==> src/hdl/c2s_sqrt.sv <==
`default_nettype none

// pipelined square root of (rad_in << (IN_W-1)), rounded to nearest
module c2s_sqrt #(
   parameter int IN_W  = 17,
   parameter int TAG_W = 18
) (
   input  logic             clock,
   input  logic             en,
   input  logic [IN_W-1:0]  rad_in,
   input  logic [TAG_W-1:0] tag_in,
   output logic [IN_W-1:0]  root_out,
   output logic [TAG_W-1:0] tag_out
);

   localparam int H     = IN_W;
   localparam int RW    = H + 2;
   localparam int CW    = H + 4;
   localparam int RAD_W = 2 * H;

   logic [RW-1:0]    rem_ff  [H];
   logic [H-1:0]     root_ff [H];
   logic [IN_W-1:0]  rad_ff  [H];
   logic [TAG_W-1:0] tag_ff  [H];
   logic [H-1:0]     res_ff;
   logic [TAG_W-1:0] tag_out_ff;

   // one root bit per stage
   for (genvar i = 0; i < H; i++) begin : g_step
      logic [RW-1:0]    rem_prev;
      logic [H-1:0]     root_prev;
      logic [IN_W-1:0]  rad_prev;
      logic [TAG_W-1:0] tag_prev;
      logic [RAD_W-1:0] rad_full;
      logic [CW-1:0]    cand;
      logic [CW-1:0]    trial;
      logic [RW-1:0]    rem_in;
      logic [H-1:0]     root_in;

      if (i == 0) begin : g_first
         assign rem_prev  = '0;
         assign root_prev = '0;
         assign rad_prev  = rad_in;
         assign tag_prev  = tag_in;
      end else begin : g_next
         assign rem_prev  = rem_ff[i-1];
         assign root_prev = root_ff[i-1];
         assign rad_prev  = rad_ff[i-1];
         assign tag_prev  = tag_ff[i-1];
      end

      always_comb begin
         rad_full = {1'b0, rad_prev, {(H-1){1'b0}}};
         cand     = {rem_prev, rad_full[RAD_W-1-2*i -: 2]};
         trial    = CW'({root_prev, 2'b01});
         if (cand >= trial) begin
            rem_in  = RW'(cand - trial);
            root_in = {root_prev[H-2:0], 1'b1};
         end else begin
            rem_in  = RW'(cand);
            root_in = {root_prev[H-2:0], 1'b0};
         end
      end

      always_ff @(posedge clock) begin
         if (en) begin
            rem_ff[i]  <= rem_in;
            root_ff[i] <= root_in;
            rad_ff[i]  <= rad_prev;
            tag_ff[i]  <= tag_prev;
         end
      end
   end

   // round up when the remainder exceeds the floor root
   always_ff @(posedge clock) begin
      if (en) begin
         res_ff     <= (rem_ff[H-1] > RW'(root_ff[H-1])) ? root_ff[H-1] + H'(1)
                                                         : root_ff[H-1];
         tag_out_ff <= tag_ff[H-1];
      end
   end

   assign root_out = res_ff;
   assign tag_out  = tag_out_ff;

endmodule

`default_nettype wire

==> config.mk <==
export PLATFORM = sky130hd
export DESIGN_NAME = c2s_sqrt
export DESIGN_NICKNAME = d
export VERILOG_FILES = /design/src/hdl/c2s_sqrt.sv
export SDC_FILE = /design/constraint.sdc
export NUM_CORES = 1
export LEC_CHECK = 0
export BUFFER_PORTS_ARGS = -buffer_cell sky130_fd_sc_hd__buf_2
export CORE_ASPECT_RATIO = 0.6
export CORE_MARGIN = 1.5
export CORE_UTILIZATION = 54
export CTS_CLUSTER_SIZE = 16
export DETAILED_ROUTE_END_ITERATION = 6
export PLACE_DENSITY = 0.7
export SYNTH_ARGS = -nofsm -noshare
export SYNTH_HDL_FRONTEND = slang
export SYNTH_SLANG_ARGS = --single-unit
==> constraint.sdc <==
create_clock -name clock -period 9.1 [get_ports clock]
set_input_delay 0.455 -clock clock [delete_from_list [all_inputs] [get_ports clock]]
set_output_delay 0.455 -clock clock [all_outputs]
set_load 0.005 [all_outputs]
==> flow_summary.rst <==
.. list-table::
   :header-rows: 1

   * - Metric
     - Value
   * - Result of the run
     - finished, final reports clean
   * - Sinks on the clock net
     - 855
   * - Power Density
     - 225.3 mW/mm^2
   * - Number of antenna diodes
     - 0
   * - Via count of the first global-routing pass
     - 20103
   * - GRT Util Overall
     - 0.1784
   * - Number of synthesized register bits
     - 855
   * - Minimum clock period after layout
     - 3828 ps
   * - Asr flop ratio synth
     - 0
   * - Final ANT Viol Nets
     - 0
   * - Worst relative slew slack
     - 0.1389
   * - Standby leakage power
     - 15.57 nW
   * - Data arrival at the endpoint of the critical path
     - 4210 ps
   * - Placed cell area
     - 0.03865 mm^2
   * - Type of the setup path with the least slack
     - flip-flop to flip-flop
   * - Most Crowded Layer GR
     - met1
   * - Post-place setup slack
     - 5367 ps
   * - Total power after layout
     - 9.342 mW
   * - Setup TNS
     - 0 ps
   * - Global-route met3 utilization
     - 0.03330
   * - Area of all placed cells without fillers
     - 0.04147 mm^2
   * - Final WL
     - 61440 um
   * - Crit. End Element
     - flip-flop
   * - Clock skew
     - 16.99 ps
   * - Yosys cell types
     - 79
   * - Average vias per placed instance
     - 5.458
   * - Worst-skew pair later-pin latency
     - 640 ps
   * - Count of boundary I/O pins
     - 72
   * - Register area share after synthesis
     - 0.6907
   * - Maximum vdd drop
     - 0.0001767 V
   * - Unrepaired setup endpoints after global routing
     - false
   * - CP Max Fanout
     - 4
   * - Layout area overhead
     - 11.56%
   * - Multi-input logic area
     - 0.01053 mm^2
   * - Multiplexer share of the synthesized area
     - 0.01515
   * - Warnings from Yosys
     - 0
   * - Worst-margin pin slew
     - 1292 ps
   * - EDFF count, synth
     - 855
   * - Area taken by flip-flops and latches
     - 0.02567 mm^2
   * - Gr ovfl total
     - 0
   * - # Max-Cap Violations
     - 0
   * - Xor and xnor area share after synthesis
     - 0.04406
   * - Maximum number of buffers from clock root to sink
     - 3
   * - Data required, critical path
     - 9480 ps
   * - Dominant cells by area after synthesis
     - edfxtp_1 (69%), ha_1 (5.9%), inv_1 (2.2%), xor2_1 (2.2%), xnor2_1 (2.2%)
   * - Pins over their slew limit
     - 0
   * - Overall die height
     - 206.2 um
   * - Simple logic cell fraction of the synthesized area
     - 0.08381
   * - CTS tree
     - yes
   * - Dominant register cell in the synthesized netlist
     - edfxtp_1
   * - Row count
     - 74
   * - Initial cell density of the core
     - 0.5463
   * - PortBufs
     - 71
   * - Antenna violations before repair
     - 0
   * - Synthesized area per cell
     - 14.27 um^2
   * - Routability Congestion
     - 0.8891
   * - Library cell used as clock root buffer
     - clkbuf_16
   * - Post-synth top area cell
     - edfxtp_1
   * - Clock-pin slew on the worst setup and hold paths
     - 60 ps
   * - Area of the die
     - 0.07048 mm^2
   * - Final number of setup-violating endpoints
     - 0
   * - Largest net degree at the start of global routing
     - 209
   * - Post-route setup slack
     - 5272 ps
   * - Synth Area in Adders
     - 0.06287
   * - Drt drc
     - 0
   * - Combinational family with the most area after synthesis
     - simple AND/OR/NAND/NOR gates
   * - H-Tree Level Count
     - 3
   * - Cells after Synth
     - 2605
   * - Net total in the final layout
     - 2985
   * - Global-route wire length before repair
     - 101900 um
   * - Number of gates resized after CTS
     - 0
   * - Share of layout cells above drive strength 1
     - 0.09130
   * - Final Hold Vio Count
     - 0
   * - Post-DR wirelength/cell
     - 16.44 um
   * - Post-cts hold buffer count
     - 35
   * - Synthesized cell area
     - 0.03717 mm^2
   * - Met2 Track Usage GR
     - 0.2574
   * - Post-route clock period utilization
     - 0.4207
   * - Post-synthesis net count
     - 2824
   * - Filler cell count in the final layout
     - 5032
   * - HPWL reported at the end of detailed placement
     - 40850 um
   * - Portion of synthesized cell area occupied by the leading cell type
     - 0.6907
   * - Global routing met1 resource utilization
     - 0.2750
   * - Synthesized-area fraction occupied by ao, oa, aoi and oai cells
     - 0.07697
   * - Drt first-iter violations
     - 1632
   * - Type of element launching the critical path
     - flip-flop
   * - Die width
     - 341.7 um
   * - Clock buffers created by TritonCTS
     - 77
   * - Iteration count of the initial detailed-routing pass
     - 5
   * - Setup repair bufs after CTS
     - 0
   * - Overall via count from detail_route
     - 20401
   * - Core area
     - 0.06805 mm^2
   * - Achievable Freq
     - 0.2612 GHz
   * - Path type of the worst min-delay path
     - flip-flop to flip-flop
## worst max-delay path, cell delays in order, from the launching register on
cell and delay, ps:
edfxtp_1 410, inv_1 110, ha_1 220, inv_1 70, fa_1 220, nor2b_1 80, o31a_1 290, o41ai_1 550
a21oi_1 200, o41ai_1 570, o21ai_0 250, nor4_1 230, mux2_2 370
## synthesized netlist by cell type, drive strengths merged (7+ instances only)
library cell / number
or3: 29
a31oi: 11
or4: 16
xor2: 94
a211oi: 11
and3: 7
nand3: 33
o21ai: 134
a21o: 44
nor4: 28
nand2b: 38
o31a: 8
o21bai: 8
clkbuf: 23
ha: 174
nand2: 139
mux2: 42
a21oi: 128
nor2: 147
nor2b: 31
xnor2: 93
o31ai: 18
fa: 8
or2: 17
nor3: 74
buf: 11
inv: 222
edfxtp: 855
o211ai: 8
mux2i: 9
o21a: 51
nand4: 17
o41ai: 8
and2: 7
## through the flow
step	instances	hold WS, ps	utilization
6_report	3738	403.4	0.6094
5_1_grt	3738	416.3	0.6094
4_1_cts	3738	406.0	0.6094
3_5_place_dp	3564	404.5	0.5680
3_3_place_gp	3564	400.2	0.5680
2_1_floorplan	2605	400.3	-
## sequential cells by signal, summed over array words and instances, names as in the netlist
register and flops:
tag_out 18, root_ff 130, rad_ff 87, rem_ff 297
root_out 17, tag_ff 306
## layout by cell type, fill, tap and decap left out, drive strengths merged, types with 42 or more instances in the layout
master / instances
nor2: 147
xor2: 94
xnor2: 93
a21oi: 128
nand2: 139
clkbuf: 94
mux2: 42
edfxtp: 855
a21o: 44
nor3: 74
o21a: 51
ha: 174
buf: 81
o21ai: 134
inv: 223
## where the power goes
group	total [mW]	internal, mW	switching [mW]
logic	1.18	0.508	0.671
registers	5.00	4.80	0.194
clock network	3.17	1.75	1.42
total	9.34	7.06	2.28
## area by class of cell
cell class / count / area share
Inverter: 222 / 0.02009
Clock inverter: 45 / 0.01149
Multi-Input combinational cell: 1494 / 0.2538
Timing Repair Buffer: 116 / 0.01997
Clock buffer: 94 / 0.04800
Tap cell: 912 / 0.02752
Sequential cell: 855 / 0.6191
## logic make-up (layout without fill, tap and decap cells)
family,count (synthesis),after routing
AND/OR/NAND/NOR,612,612
adder cells (fa/ha/maj),182,182
AO/OA/AOI/OAI,461,461
buffers and inverters,256,477
flip-flops,855,855
multiplexers,51,51
XOR/XNOR,187,187
other,1,1
## worst paths after layout
check | from | endpoint | slack [ps] | depth (start not counted)
setup / recovery | rem_ff[0][248] | rem_ff[0][284] | 5270 | 12
hold / removal | tag_ff[14][6] | tag_ff[15][6] | 400 | 0
setup reg to reg | rem_ff[0][248] | rem_ff[0][284] | 5270 | 12
hold reg to reg | tag_ff[14][6] | tag_ff[15][6] | 400 | 0
## routing by layer
metal / share of wire / wire length [um]
met5: 0 / 0
met4: 0.018 / 1134
met3: 0.055 / 3362
met2: 0.42 / 25820
met1: 0.51 / 31120
No activity file was read; power rests on OpenSTA's default activity.
